[src/rtl/assert_macros.svh]
// assertion macros used by hsv_picker_plane_to_rgb
// no dependencies; taken in by `include where assertions are written
`ifndef ASSERT_MACROS_SVH
`define ASSERT_MACROS_SVH

// same-cycle implication, disabled while reset is high
`define HSVP_ASSERT_IMPLY(label, clk, rst, ante, cons, msg) \
   label: assert property (@(posedge clk) disable iff (rst) (ante) |-> (cons)) \
      else $error(msg);

// next-cycle implication, disabled while reset is high
`define HSVP_ASSERT_NEXT(label, clk, rst, ante, cons, msg) \
   label: assert property (@(posedge clk) disable iff (rst) (ante) |=> (cons)) \
      else $error(msg);

`endif

[src/rtl/hsvp_pkg.sv]
// hsvp_pkg: constants, types and helper functions of the hsv picker plane
// no dependencies; used by hsvp_frac_div and hsv_picker_plane_to_rgb
`default_nettype none

package hsvp_pkg;

   localparam int MAX_DIMENSION = 4096;
   localparam int FRACTION_BITS = 16;

   // field and register widths
   localparam int COORD_W     = 12;
   localparam int COLOR_W     = 8;
   localparam int LEVEL_W     = 8;
   localparam int HUE_W       = 9;
   localparam int MODE_W      = 2;
   localparam int DIM_W       = 13;
   localparam int CSR_DATA_W  = 13;
   localparam int CSR_INDEX_W = 3;

   localparam int HUE_WRAP       = 360;
   localparam int DEG_PER_SECTOR = 60;
   localparam int LEVEL_FULL     = 255;

   // divisor holds a span, the full level or degrees per sector
   localparam int SPAN_W = $clog2(MAX_DIMENSION);
   localparam int DEN_W  = (SPAN_W > 8) ? SPAN_W : 8;
   // dividend is up to six times a coordinate, a coordinate, a level or a hue
   localparam int NUM_W  = COORD_W + 3;
   // fixed point 0..1 inclusive, and 0..6 for the sector position
   localparam int FX_W     = FRACTION_BITS + 1;
   localparam int ALFA_W   = FRACTION_BITS + 3;
   localparam int SECTOR_W = ALFA_W - FRACTION_BITS;

   localparam logic [FX_W-1:0] ONE_FX = FX_W'(1) << FRACTION_BITS;

   // pipelined divider: a few quotient bits per stage
   localparam int DIV_STEPS_PER_STAGE = 4;
   localparam int DIV_STAGES =
      (ALFA_W + 1 + DIV_STEPS_PER_STAGE - 1) / DIV_STEPS_PER_STAGE;
   localparam int DIV_BITS = DIV_STAGES * DIV_STEPS_PER_STAGE;

   // pipeline stage indexes
   localparam int STG_OPERANDS = 0;
   localparam int STG_CHROMA   = DIV_STAGES + 1;
   localparam int STG_MIX      = DIV_STAGES + 2;
   localparam int STG_OUT      = DIV_STAGES + 3;
   localparam int NUM_STAGES   = DIV_STAGES + 4;

   typedef enum logic [MODE_W-1:0] {
      MODE_HUE        = 2'd0,
      MODE_SATURATION = 2'd1,
      MODE_VALUE      = 2'd2
   } plane_mode_type;

   typedef enum logic [CSR_INDEX_W-1:0] {
      CSR_PLANE_MODE       = 3'd0,
      CSR_HUE_DEGREES      = 3'd1,
      CSR_SATURATION_LEVEL = 3'd2,
      CSR_VALUE_LEVEL      = 3'd3,
      CSR_IMAGE_WIDTH      = 3'd4,
      CSR_IMAGE_HEIGHT     = 3'd5
   } csr_index_type;

   typedef enum logic [SECTOR_W-1:0] {
      SECTOR_RED_YELLOW    = 3'd0,
      SECTOR_YELLOW_GREEN  = 3'd1,
      SECTOR_GREEN_CYAN    = 3'd2,
      SECTOR_CYAN_BLUE     = 3'd3,
      SECTOR_BLUE_MAGENTA  = 3'd4,
      SECTOR_MAGENTA_RED   = 3'd5
   } sector_type;

   typedef struct packed {
      logic [COORD_W-1:0] pixel_x;
      logic [COORD_W-1:0] pixel_y;
   } req_payload_type;

   typedef struct packed {
      logic [COLOR_W-1:0] red;
      logic [COLOR_W-1:0] green;
      logic [COLOR_W-1:0] blue;
   } rsp_payload_type;

   // dimension minus one, dimension limited to 2..MAX_DIMENSION
   function automatic logic [DEN_W-1:0] span_of(input logic [DIM_W-1:0] dim);
      logic [DEN_W-1:0] span;
      if (32'(dim) > 32'(MAX_DIMENSION)) begin
         span = DEN_W'(MAX_DIMENSION - 1);
      end else if (dim < DIM_W'(2)) begin
         span = DEN_W'(1);
      end else begin
         span = DEN_W'(dim - DIM_W'(1));
      end
      return span;
   endfunction

   // wrap once round the color circle
   function automatic logic [HUE_W-1:0] wrap_hue(input logic [HUE_W-1:0] hue);
      logic [HUE_W-1:0] wrapped;
      if (hue >= HUE_W'(HUE_WRAP)) begin
         wrapped = hue - HUE_W'(HUE_WRAP);
      end else begin
         wrapped = hue;
      end
      return wrapped;
   endfunction

   // (comp * 255) >> FRACTION_BITS, truncated
   function automatic logic [COLOR_W-1:0] to_byte(input logic [FX_W-1:0] comp);
      logic [FX_W+COLOR_W-1:0] scaled;
      scaled = {comp, COLOR_W'(0)} - (FX_W + COLOR_W)'(comp);
      return scaled[FRACTION_BITS+COLOR_W-1:FRACTION_BITS];
   endfunction

endpackage

`default_nettype wire

[src/rtl/hsvp_frac_div.sv]
// hsvp_frac_div: pipelined restoring divider giving floor(num * 2^FRACTION_BITS / den)
// for num up to six times den; depends on hsvp_pkg
`default_nettype none

module hsvp_frac_div import hsvp_pkg::*; (
   input  logic                  clock,
   input  logic [DIV_STAGES-1:0] load_en,
   input  logic [NUM_W-1:0]      num,
   input  logic [DEN_W-1:0]      den,
   output logic [ALFA_W-1:0]     quot
);

   localparam int DIVIDEND_W = NUM_W + FRACTION_BITS;

   // pending dividend bits shift out at the top, quotient bits enter at the bottom
   logic [DEN_W-1:0]    rem_in [DIV_STAGES];
   logic [DEN_W-1:0]    rem_ff [DIV_STAGES];
   logic [DIV_BITS-1:0] pq_in  [DIV_STAGES];
   logic [DIV_BITS-1:0] pq_ff  [DIV_STAGES];
   logic [DEN_W-1:0]    den_in [DIV_STAGES];
   logic [DEN_W-1:0]    den_ff [DIV_STAGES];

   always_comb begin
      logic [DIVIDEND_W-1:0] dividend;
      logic [DEN_W-1:0]      rem_cur;
      logic [DIV_BITS-1:0]   pq_cur;
      logic [DEN_W-1:0]      den_cur;
      logic [DEN_W:0]        trial;
      logic                  fits;
      dividend = {num, FRACTION_BITS'(0)};
      for (int j = 0; j < DIV_STAGES; j++) begin
         if (j == 0) begin
            // top bits already below den, quotient there is zero
            rem_cur = DEN_W'(dividend >> DIV_BITS);
            pq_cur  = dividend[DIV_BITS-1:0];
            den_cur = den;
         end else begin
            rem_cur = rem_ff[j-1];
            pq_cur  = pq_ff[j-1];
            den_cur = den_ff[j-1];
         end
         for (int k = 0; k < DIV_STEPS_PER_STAGE; k++) begin
            trial  = {rem_cur, pq_cur[DIV_BITS-1]};
            fits   = (trial >= {1'b0, den_cur});
            pq_cur = {pq_cur[DIV_BITS-2:0], fits};
            if (fits) begin
               rem_cur = DEN_W'(trial - {1'b0, den_cur});
            end else begin
               rem_cur = DEN_W'(trial);
            end
         end
         rem_in[j] = rem_cur;
         pq_in[j]  = pq_cur;
         den_in[j] = den_cur;
      end
   end

   always_ff @(posedge clock) begin
      for (int j = 0; j < DIV_STAGES; j++) begin
         if (load_en[j]) begin
            rem_ff[j] <= rem_in[j];
            pq_ff[j]  <= pq_in[j];
            den_ff[j] <= den_in[j];
         end
      end
   end

   assign quot = ALFA_W'(pq_ff[DIV_STAGES-1]);

endmodule

`default_nettype wire

[src/rtl/hsv_picker_plane_to_rgb.sv]
// hsv_picker_plane_to_rgb: rgb color of an hsv picker plane at a pixel coordinate
// depends on hsvp_pkg, hsvp_frac_div and assert_macros.svh
//
//   channel  direction  handshake               payload
//   req      in         req_valid / req_stall   req_data  (pixel_x, pixel_y)
//   rsp      out        rsp_valid / rsp_stall   rsp_data  (red, green, blue)
//   csr      in         csr_wr_en               csr_index, csr_wdata
//
// one transaction per cycle unless a full pipeline is held by rsp_stall; from
// acceptance to rsp_valid the data passes the operand register, three side-by-side pipelined
// dividers (four quotient bits per stage), two multiplier stages, output register
// valid bits travel with the data; an empty stage takes new data even while
// the output is stalled, so req_stall rises only when every stage is full
// synchronous reset clears the valid bits and loads the register defaults
`default_nettype none
`include "assert_macros.svh"

module hsv_picker_plane_to_rgb import hsvp_pkg::*; (
   input  logic                   clock,
   input  logic                   reset,
   // input transactions
   input  logic                   req_valid,
   output logic                   req_stall,
   input  req_payload_type        req_data,
   // result transactions
   output logic                   rsp_valid,
   input  logic                   rsp_stall,
   output rsp_payload_type        rsp_data,
   // register writes
   input  logic                   csr_wr_en,
   input  logic [CSR_INDEX_W-1:0] csr_index,
   input  logic [CSR_DATA_W-1:0]  csr_wdata
);

   // configuration; hue kept wrapped, dimensions kept as divisor spans
   logic [MODE_W-1:0]  mode_ff;
   logic [HUE_W-1:0]   hue_ff;
   logic [LEVEL_W-1:0] sat_ff;
   logic [LEVEL_W-1:0] val_ff;
   logic [DEN_W-1:0]   wspan_ff;
   logic [DEN_W-1:0]   hspan_ff;

   // pipeline flow control
   logic [NUM_STAGES-1:0] valid_ff;
   logic [NUM_STAGES:0]   go;

   // operand stage
   logic [COORD_W-1:0] xs;
   logic [COORD_W-1:0] ys;
   logic [NUM_W-1:0]   x6;
   logic [NUM_W-1:0]   num_s_in, num_v_in, num_a_in;
   logic [DEN_W-1:0]   den_s_in, den_v_in, den_a_in;
   logic [NUM_W-1:0]   num_s_ff, num_v_ff, num_a_ff;
   logic [DEN_W-1:0]   den_s_ff, den_v_ff, den_a_ff;

   // divider results
   logic [ALFA_W-1:0] q_s, q_v, q_a;

   // chroma stage
   logic [FX_W-1:0]     s_fx, v_fx, m_fx, dist_fx;
   logic [2*FX_W-1:0]   prod_sv;
   logic [FX_W-1:0]     c_in, t_in;
   logic [SECTOR_W-1:0] int_part;
   sector_type          sector_in;
   logic [FX_W-1:0]     c_ff, t_ff, v1_ff;
   sector_type          sector1_ff;

   // mix stage
   logic [2*FX_W-1:0] prod_ct;
   logic [FX_W-1:0]   x_in, lo_in;
   logic [FX_W-1:0]   x_ff, lo_ff, v2_ff;
   sector_type        sector2_ff;

   // output stage
   logic [FX_W-1:0] mid_fx;
   logic [FX_W-1:0] r_fx, g_fx, b_fx;
   rsp_payload_type rsp_in;
   rsp_payload_type rsp_data_ff;

   // ---------------------------------------------------------------
   // register writes
   // ---------------------------------------------------------------
   always_ff @(posedge clock) begin
      if (reset) begin
         mode_ff  <= MODE_HUE;
         hue_ff   <= '0;
         sat_ff   <= LEVEL_W'(LEVEL_FULL);
         val_ff   <= LEVEL_W'(LEVEL_FULL);
         wspan_ff <= span_of(DIM_W'(256));
         hspan_ff <= span_of(DIM_W'(256));
      end else if (csr_wr_en) begin
         case (csr_index)
            CSR_PLANE_MODE:       mode_ff  <= csr_wdata[MODE_W-1:0];
            CSR_HUE_DEGREES:      hue_ff   <= wrap_hue(csr_wdata[HUE_W-1:0]);
            CSR_SATURATION_LEVEL: sat_ff   <= csr_wdata[LEVEL_W-1:0];
            CSR_VALUE_LEVEL:      val_ff   <= csr_wdata[LEVEL_W-1:0];
            CSR_IMAGE_WIDTH:      wspan_ff <= span_of(csr_wdata[DIM_W-1:0]);
            CSR_IMAGE_HEIGHT:     hspan_ff <= span_of(csr_wdata[DIM_W-1:0]);
            default: ;  // indexes past the list are ignored
         endcase
      end
   end

   // ---------------------------------------------------------------
   // flow control: a stage loads when empty or when its data moves on
   // ---------------------------------------------------------------
   always_comb begin
      go[NUM_STAGES] = !rsp_stall;
      for (int k = NUM_STAGES - 1; k >= 0; k--) begin
         go[k] = !valid_ff[k] || go[k+1];
      end
   end

   assign req_stall = !go[STG_OPERANDS];

   always_ff @(posedge clock) begin
      if (reset) begin
         valid_ff <= '0;
      end else begin
         for (int k = 0; k < NUM_STAGES; k++) begin
            if (go[k]) begin
               valid_ff[k] <= (k == 0) ? req_valid : valid_ff[k-1];
            end
         end
      end
   end

   // ---------------------------------------------------------------
   // operand stage: clamp coordinates, pick dividend and divisor per mode
   // ---------------------------------------------------------------
   always_comb begin
      // a coordinate past the image edge reads as the last pixel
      if (32'(req_data.pixel_x) > 32'(wspan_ff)) begin
         xs = COORD_W'(wspan_ff);
      end else begin
         xs = req_data.pixel_x;
      end
      if (32'(req_data.pixel_y) > 32'(hspan_ff)) begin
         ys = COORD_W'(hspan_ff);
      end else begin
         ys = req_data.pixel_y;
      end
      x6 = (NUM_W'(xs) << 2) + (NUM_W'(xs) << 1);

      case (mode_ff)
         MODE_SATURATION: begin
            num_s_in = NUM_W'(sat_ff);
            den_s_in = DEN_W'(LEVEL_FULL);
            num_v_in = NUM_W'(ys);
            den_v_in = hspan_ff;
            num_a_in = x6;
            den_a_in = wspan_ff;
         end
         MODE_VALUE: begin
            num_s_in = NUM_W'(ys);
            den_s_in = hspan_ff;
            num_v_in = NUM_W'(val_ff);
            den_v_in = DEN_W'(LEVEL_FULL);
            num_a_in = x6;
            den_a_in = wspan_ff;
         end
         default: begin
            // hue mode, and the unused fourth code
            num_s_in = NUM_W'(xs);
            den_s_in = wspan_ff;
            num_v_in = NUM_W'(ys);
            den_v_in = hspan_ff;
            num_a_in = NUM_W'(hue_ff);
            den_a_in = DEN_W'(DEG_PER_SECTOR);
         end
      endcase
   end

   always_ff @(posedge clock) begin
      if (go[STG_OPERANDS]) begin
         num_s_ff <= num_s_in;
         den_s_ff <= den_s_in;
         num_v_ff <= num_v_in;
         den_v_ff <= den_v_in;
         num_a_ff <= num_a_in;
         den_a_ff <= den_a_in;
      end
   end

   // ---------------------------------------------------------------
   // saturation, value and sector position dividers
   // ---------------------------------------------------------------
   hsvp_frac_div u_div_sat (
      .clock   (clock),
      .load_en (go[DIV_STAGES:1]),
      .num     (num_s_ff),
      .den     (den_s_ff),
      .quot    (q_s)
   );

   hsvp_frac_div u_div_val (
      .clock   (clock),
      .load_en (go[DIV_STAGES:1]),
      .num     (num_v_ff),
      .den     (den_v_ff),
      .quot    (q_v)
   );

   hsvp_frac_div u_div_alfa (
      .clock   (clock),
      .load_en (go[DIV_STAGES:1]),
      .num     (num_a_ff),
      .den     (den_a_ff),
      .quot    (q_a)
   );

   // ---------------------------------------------------------------
   // chroma stage: c = s*v, triangle weight t, sector number
   // ---------------------------------------------------------------
   always_comb begin
      s_fx    = q_s[FX_W-1:0];
      v_fx    = q_v[FX_W-1:0];
      prod_sv = (2 * FX_W)'(s_fx) * (2 * FX_W)'(v_fx);
      c_in    = FX_W'(prod_sv >> FRACTION_BITS);

      // position within a pair of sectors, distance from its middle
      m_fx = q_a[FX_W-1:0];
      if (m_fx >= ONE_FX) begin
         dist_fx = m_fx - ONE_FX;
      end else begin
         dist_fx = ONE_FX - m_fx;
      end
      t_in = ONE_FX - dist_fx;

      // exactly on a sector edge belongs to the sector below it
      int_part = q_a[ALFA_W-1:FRACTION_BITS];
      if ((int_part != '0) && (q_a[FRACTION_BITS-1:0] == '0)) begin
         int_part = int_part - SECTOR_W'(1);
      end
      if (int_part > SECTOR_MAGENTA_RED) begin
         sector_in = SECTOR_MAGENTA_RED;
      end else begin
         sector_in = sector_type'(int_part);
      end
   end

   always_ff @(posedge clock) begin
      if (go[STG_CHROMA]) begin
         c_ff       <= c_in;
         t_ff       <= t_in;
         v1_ff      <= v_fx;
         sector1_ff <= sector_in;
      end
   end

   // ---------------------------------------------------------------
   // mix stage: x = c*t, floor level v - c
   // ---------------------------------------------------------------
   always_comb begin
      prod_ct = (2 * FX_W)'(c_ff) * (2 * FX_W)'(t_ff);
      x_in    = FX_W'(prod_ct >> FRACTION_BITS);
      lo_in   = v1_ff - c_ff;
   end

   always_ff @(posedge clock) begin
      if (go[STG_MIX]) begin
         x_ff       <= x_in;
         lo_ff      <= lo_in;
         v2_ff      <= v1_ff;
         sector2_ff <= sector1_ff;
      end
   end

   // ---------------------------------------------------------------
   // output stage: sector select and scaling to bytes
   // ---------------------------------------------------------------
   always_comb begin
      mid_fx = x_ff + lo_ff;
      case (sector2_ff)
         SECTOR_RED_YELLOW: begin
            r_fx = v2_ff;  g_fx = mid_fx; b_fx = lo_ff;
         end
         SECTOR_YELLOW_GREEN: begin
            r_fx = mid_fx; g_fx = v2_ff;  b_fx = lo_ff;
         end
         SECTOR_GREEN_CYAN: begin
            r_fx = lo_ff;  g_fx = v2_ff;  b_fx = mid_fx;
         end
         SECTOR_CYAN_BLUE: begin
            r_fx = lo_ff;  g_fx = mid_fx; b_fx = v2_ff;
         end
         SECTOR_BLUE_MAGENTA: begin
            r_fx = mid_fx; g_fx = lo_ff;  b_fx = v2_ff;
         end
         default: begin
            r_fx = v2_ff;  g_fx = lo_ff;  b_fx = mid_fx;
         end
      endcase
      rsp_in.red   = to_byte(r_fx);
      rsp_in.green = to_byte(g_fx);
      rsp_in.blue  = to_byte(b_fx);
   end

   always_ff @(posedge clock) begin
      if (go[STG_OUT]) begin
         rsp_data_ff <= rsp_in;
      end
   end

   assign rsp_valid = valid_ff[STG_OUT];
   assign rsp_data  = rsp_data_ff;

   // ---------------------------------------------------------------
   // assertions
   // ---------------------------------------------------------------
   `HSVP_ASSERT_IMPLY(a_span_nonzero, clock, reset, 1'b1,
      (wspan_ff != '0) && (hspan_ff != '0), "divisor span is zero")
   `HSVP_ASSERT_IMPLY(a_chroma_within_value, clock, reset, valid_ff[STG_CHROMA],
      (c_ff <= v1_ff) && (t_ff <= ONE_FX), "chroma above value or weight above one")
   `HSVP_ASSERT_IMPLY(a_full_pipe_stalls, clock, reset, (&valid_ff) && rsp_stall,
      req_stall, "full stalled pipeline still takes a transaction")
   `HSVP_ASSERT_NEXT(a_accept_enters, clock, reset, req_valid && !req_stall,
      valid_ff[STG_OPERANDS], "accepted transaction lost at entry")

endmodule

`default_nettype wire
[config.mk]
export PLATFORM = sky130hd
export DESIGN_NAME = hsv_picker_plane_to_rgb
export DESIGN_NICKNAME = d
export VERILOG_FILES = /design/src/rtl/hsvp_pkg.sv /design/src/rtl/hsvp_frac_div.sv /design/src/rtl/hsv_picker_plane_to_rgb.sv
export VERILOG_INCLUDE_DIRS = /design/src /design/src/rtl
export SDC_FILE = /design/constraint.sdc
export NUM_CORES = 2
export LEC_CHECK = 0
export BUFFER_PORTS_ARGS = -buffer_cell sky130_fd_sc_hd__buf_4
export CAP_MARGIN = 20
export CORE_MARGIN = 3
export CORE_UTILIZATION = 44
export DETAILED_ROUTE_END_ITERATION = 10
export RECOVER_POWER = 25
export SYNTH_ARGS = -nofsm -noshare
export SYNTH_HDL_FRONTEND = slang
export SYNTH_SLANG_ARGS = --single-unit
[constraint.sdc]
create_clock -name clock -period 9.3 [get_ports clock]
set_input_delay 0.465 -clock clock [delete_from_list [all_inputs] [get_ports clock]]
set_output_delay 0.465 -clock clock [all_outputs]
set_load 0.05 [all_outputs]
* Yosys cells after proc, flatten, opt, wreduce, memory -nomap -nowiden *
Memories as Yosys holds them, arrays and structs flattened.
Cells that the tools add are included.

storage, ports and cells
  word-level logic and storage cells = 317
  bits of input ports = 45
  memory bits (writable) = 660
  register bits after elaboration = 273
  memories kept = 9
  output and inout bits = 26

memory list
  memory             words  width  rd ports  clocked after memory_dff  wr ports  RTL line             RTL
  u_div_alfa.pq_ff   5      20     5         0                         5         hsvp_frac_div.sv:19  logic [DIV_BITS-1:0] pq_ff [DIV_STAGES];
  u_div_sat.pq_ff    5      20     5         0                         5         hsvp_frac_div.sv:19
  u_div_val.pq_ff    5      20     5         0                         5         hsvp_frac_div.sv:19
  u_div_alfa.den_ff  5      12     4         0                         5         hsvp_frac_div.sv:21  logic [DEN_W-1:0] den_ff [DIV_STAGES];
  u_div_alfa.rem_ff  5      12     4         0                         5         hsvp_frac_div.sv:17  logic [DEN_W-1:0] rem_ff [DIV_STAGES];
  u_div_sat.den_ff   5      12     4         0                         5         hsvp_frac_div.sv:21
  +3 memories        n/a    n/a    n/a       n/a                       n/a       n/a

operators by class
  add/sub/neg operators = 72
  multipliers = 2
  muxes and demuxes = 84
  reduce and logical (&&, ||, !) cells = 38
  eq/ne operators = 11
  $lt $le $gt $ge = 67

operators with widths
  operator                                                               number
  12-bit 2-to-1 mux                                                      64
  13-bit by 12-bit greater-or-equal comparator with 1-bit output         57
  12-bit subtractor                                                      60
  17-bit case mux with 2 select lines                                    3
  24-bit by 17-bit subtractor with 24-bit output                         3
  17-bit by 17-bit multiplier with 33-bit output                         2
  12-bit case mux with 2 select lines                                    2
  12-bit greater-or-equal comparator                                     3
  17-bit subtractor, first input constant                                2
  12-bit > comparator                                                    2
  9-bit 2-to-1 mux                                                       2
  17-bit adder                                                           1
  17-bit greater-or-equal comparator, second input constant              1
  17-bit 2-to-1 mux                                                      1
  17-bit subtractor                                                      1
  17-bit subtractor, second input constant                               1
  16-bit logical NOT                                                     1
  14-bit by 13-bit adder with 15-bit output                              1
  2-bit OR reduction                                                     7
  13-bit > comparator, second input constant                             1
  13-bit by 2-bit < comparator with 1-bit output, second input constant  1
  3-bit by 2-bit == test with 1-bit output, second input constant        4
  2-bit AND reduction                                                    6
  12-bit by 1-bit subtractor with 12-bit output, second input constant   1
  16 further kinds                                                       47

* Depth between registers and ports, before layout *
  depth in word-level cells = 11
  gate-level depth with buffers = 48
  mapped depth without buffers = 44

* Hierarchy *
Synthesis repeated with hierarchy kept, for this count alone.

second synthesis, totals
  cell total of the unflattened synthesis = 9,197
  area total of the unflattened synthesis = 84,811.3 um^2

by module, submodules not included
  module                       sequential area each (um^2)  times used  cells each  area an instance (um^2)
  hsv_picker_plane_to_rgb      7,417.1                      1           3,558       33,399.5
  hsvp_frac_div at u_div_val   4,534.3                      1           1,907       17,317.9
  hsvp_frac_div at u_div_sat   4,534.3                      1           1,892       17,101.4
  hsvp_frac_div at u_div_alfa  4,534.3                      1           1,840       16,992.5

* Worst setup path before layout *
No wires, ideal clock.

  kind = reg-to-reg
  start = register den_v_ff[0]
  end = memory u_div_val.rem_ff[0][10] in the netlist's numbering (data pin)
  slack = -605 ps
  stages on the path, launching flop included = 44
  clock period less this slack = 9,905 ps
  data arrival time = 9,646 ps
  library setup time = 260 ps
  cell sequence = edfxtp_1 ha_1 fa_1 nor2b_1 o31a_1 o21a_1 o221ai_1 nor2_1 clkbuf_1 mux2_2 ha_1 o21a_1 o21ai_0 nor2_1 a211oi_1 o21ai_0 a21oi_1 mux2_2 [... 8 more ...] and2_1 a211o_1 clkbuf_1 clkbuf_1 a21oi_1 ha_1 nor2b_1 o21ai_0 a21boi_0 o21ai_0 a21boi_0 o2111ai_1 nand4b_1 a21o_1 a2111oi_0 o32ai_1 buf_2 mux2_2

RTL lines
  what                      RTL line                        RTL
  start: declaration        hsv_picker_plane_to_rgb.sv:54   logic [DEN_W-1:0] den_s_ff, den_v_ff, den_a_ff;
  start signal: assignment  hsv_picker_plane_to_rgb.sv:179  den_v_ff <= den_v_in;
  end: declaration          hsvp_frac_div.sv:17

==> impl_metrics.env <==
export IMPL_status="finished clean"
export IMPL_hold_start="req_data[8]"
export IMPL_portBuffers=70
export IMPL_final_max_slew_viol_count=0
export IMPL_hpwl_um=179300
export IMPL_cts_tree="done"
export IMPL_dr_total_vias=67420
export IMPL_h_tree_depth=3
export IMPL_cp_top_family="compound AO/OA/AOI/OAI gates"
export IMPL_cp_end_kind="flip-flop"
export IMPL_via_per_inst=5.595
export IMPL_multiInputGateArea_um2=57910
export IMPL_wl_met1_um=103200
export IMPL_drc=0
export IMPL_ant_nets=0
export IMPL_top_layer="met4"
export IMPL_grt_pass1_wl_um=361800
export IMPL_fin_nets=11000
export IMPL_yosys_most_used_dff="edfxtp_1"
export IMPL_crit_type="flip-flop to flip-flop"
export IMPL_placed_cells=11820
export IMPL_hold_viol=0
export IMPL_fmax_mhz=111.4
export IMPL_required_ns=9.77
export IMPL_initial_core_util=0.4437
export IMPL_synth_cell_types=102
export IMPL_met3_length_um=10040
export IMPL_startpoint="u_div_val.den_ff[0][1]$_DFFE_PP_"
export IMPL_cp_common_cell="ha_1"
export IMPL_synth_area_um2=82450
export IMPL_synth_area_top_cells="edfxtp_1 (23%), ha_1 (15%), fa_1 (11%)"
export IMPL_yosys_area_top_type_share=0.2331
export IMPL_dr_wl_met2_um=107900
export IMPL_routedWlPerCell_um=18.83
export IMPL_drive_above_1_share=0.1382
export IMPL_syn_to_final_growth_pct=12.70
export IMPL_rows=158
export IMPL_fp_dieH_um=438.9
export IMPL_cp_slowest_stage_delay_ns=0.48
export IMPL_place_gp_congestion=0.9076
export IMPL_clk_latency_ns=0.73
export IMPL_period_needed_ns=8.981
export IMPL_final_cell_area_um2=92920
export IMPL_diodes=0
export IMPL_numCtsBuffers=86
export IMPL_seq_area_um2=20420
export IMPL_io_pins=71
export IMPL_start_kind="flip-flop"
export IMPL_grt_use_total=0.2313
export IMPL_slew_headroom=0.2679
export IMPL_fillerInstances=17440
export IMPL_min_path_type="input port to flip-flop"
export IMPL_worst_path_max_delay_cell="or3b_2"
export IMPL_syn_inst=9062
export IMPL_crit_buf_inv=4
export IMPL_finalSetupViolCount=0
export IMPL_grt_pass1_vias=66930
export IMPL_wirelength_um=226900
export IMPL_yosys_warnings=0
export IMPL_grt_max_degree=83
export IMPL_clockBufferDepth=3
export IMPL_hold_slack_ns=0.1375
export IMPL_dieArea_um2=192600
export IMPL_syn_nets=10560
export IMPL_synth_async_reset_ratio=0
export IMPL_ys_seq_area_frac=0.2477
export IMPL_place_area_um2=88670
export IMPL_maxCapViolCount=0
export IMPL_grt_overflow_total=0
export IMPL_finalClockSkew_ns=0.07868
export IMPL_firstDrtPassIters=6
export IMPL_die_w_um=438.9
export IMPL_regToRegStartpoint="u_div_val.den_ff[0][1]$_DFFE_PP_"
export IMPL_finalCritPeriodShare=0.9657
export IMPL_cts_root_buffer="clkbuf_16"
export IMPL_clk_pin_slew_ns=0.06
export IMPL_tns_ns=0
export IMPL_worstPathArrival_ns=9.45
export IMPL_first_iter_violations=4442
export IMPL_synth_seq_cells=700
export IMPL_clock_sinks=700
export IMPL_coreArea_um2=185800
export IMPL_synth_largest_area_cell="edfxtp_1"
export IMPL_worstMarginPinSlew_ns=1.096
export IMPL_finalNonFillerCells=12050
export IMPL_antenna_found_initial=1
export IMPL_synth_edf_count=640
export IMPL_avgSynthCellArea_um2=9.098
export IMPL_cp_max_fo=11
[per-stage QoR]
step	util	setup WS, ns
3_5_place_dp	0.4771	-0.3456
2_1_floorplan	-	0.0006182
4_1_cts	0.4954	0.005507
3_3_place_gp	0.4771	-0.2798
6_report	0.5000	0.3193
5_1_grt	0.5000	-0.1337
[Yosys cell counts, drive strengths merged, types with 77 or more instances]
cell type and n:
a21o 232, a21oi 558, and2 210, clkbuf 212
edfxtp 640, fa 469, ha 986, inv 987
mux2 365, mux2i 77, nand2 908, nand2b 86
nand3 126, nand4 109, nor2 614, nor2b 139
nor3 162, o21a 129, o21ai 416, xnor2 365
xor2 207
[sequential cells by signal (all words and copies together), names as in the netlist, 48 cells and up]
register,flops
u_div_alfa.den_ff,48
u_div_sat.den_ff,48
u_div_alfa.rem_ff,48
u_div_alfa.pq_ff,55
u_div_sat.rem_ff,48
u_div_val.den_ff,48
u_div_val.rem_ff,48
[placed cells by master, fill, tap and decap left out, drive strengths merged, types with 126 or more instances in the layout]
cell type / count
a21o: 232
a21oi: 558
and2: 210
buf: 576
clkbuf: 131
edfxtp: 640
fa: 469
ha: 986
inv: 993
mux2: 365
nand2: 908
nand3: 126
nor2: 614
nor2b: 139
nor3: 162
o21a: 129
o21ai: 416
xnor2: 365
xor2: 207
[routing by layer]
layer | vias to the layer above | global-route usage
met1 | 32670 | 0.3138
met3 | 317 | 0.02431
met5 | - | 0
li1 | 32820 | -
met2 | 1612 | 0.3932
met4 | 0 | 0.05886
[kinds of logic (layout without fill, tap and decap cells)]
group | count (synthesis) | in the layout | synth area share
muxes | 442 | 442 | 0.05965
xor gates and xnor gates | 572 | 572 | 0.06076
buffers and inverters | 1262 | 1766 | 0.05836
AOI/OAI and AO/OA | 1989 | 1993 | 0.1577
and+or+nand+nor | 2642 | 2642 | 0.1524
adders and majority gates | 1455 | 1455 | 0.2635
DFF | 700 | 700 | 0.2477
[worst min-delay path: stages]
cell     delay (ns)
buf_4          0.11
mux2i_1        0.09
nor2_1         0.09
[area by class of cell]
| type | instances | area share |
|---|---|---|
| clock inverter | 55 | 0.008928 |
| timing repair buffer | 615 | 0.04966 |
| multi-input combinational | 7104 | 0.6232 |
| clock buffer | 103 | 0.02490 |
| inverter | 993 | 0.04015 |
| sequential | 700 | 0.2198 |
| tap | 2480 | 0.03339 |
[path summary, 6_finish.rpt]
kind	end	cells after the start	slack, ns
hold reg to reg	u_div_alfa.pq_ff[0][86]$_DFFE_PP_	0	0.40
setup / recovery	u_div_val.rem_ff[0][23]$_DFFE_PP_	40	0.32
setup reg to reg	u_div_val.rem_ff[0][23]$_DFFE_PP_	40	0.32
hold / removal	num_v_ff[8]$_SDFFCE_PP0N_	3	0.14
[timing repair]
| action | CTS | global route |
|---|---|---|
| buffers inserted | 5 | 51 |
| resized for setup | 22 | 174 |
| hold buffers | 11 | 0 |
| gates cloned | 1 | 4 |
| pin swaps | 2 | 46 |
| endpoints found under the setup margin | 84 | 158 |
| endpoints found under the hold margin | 17 | 0 |
Power is left out: the tool's default activity adds up to more than one toggle a clock period on the data nets, which glitch-free logic cannot reach.
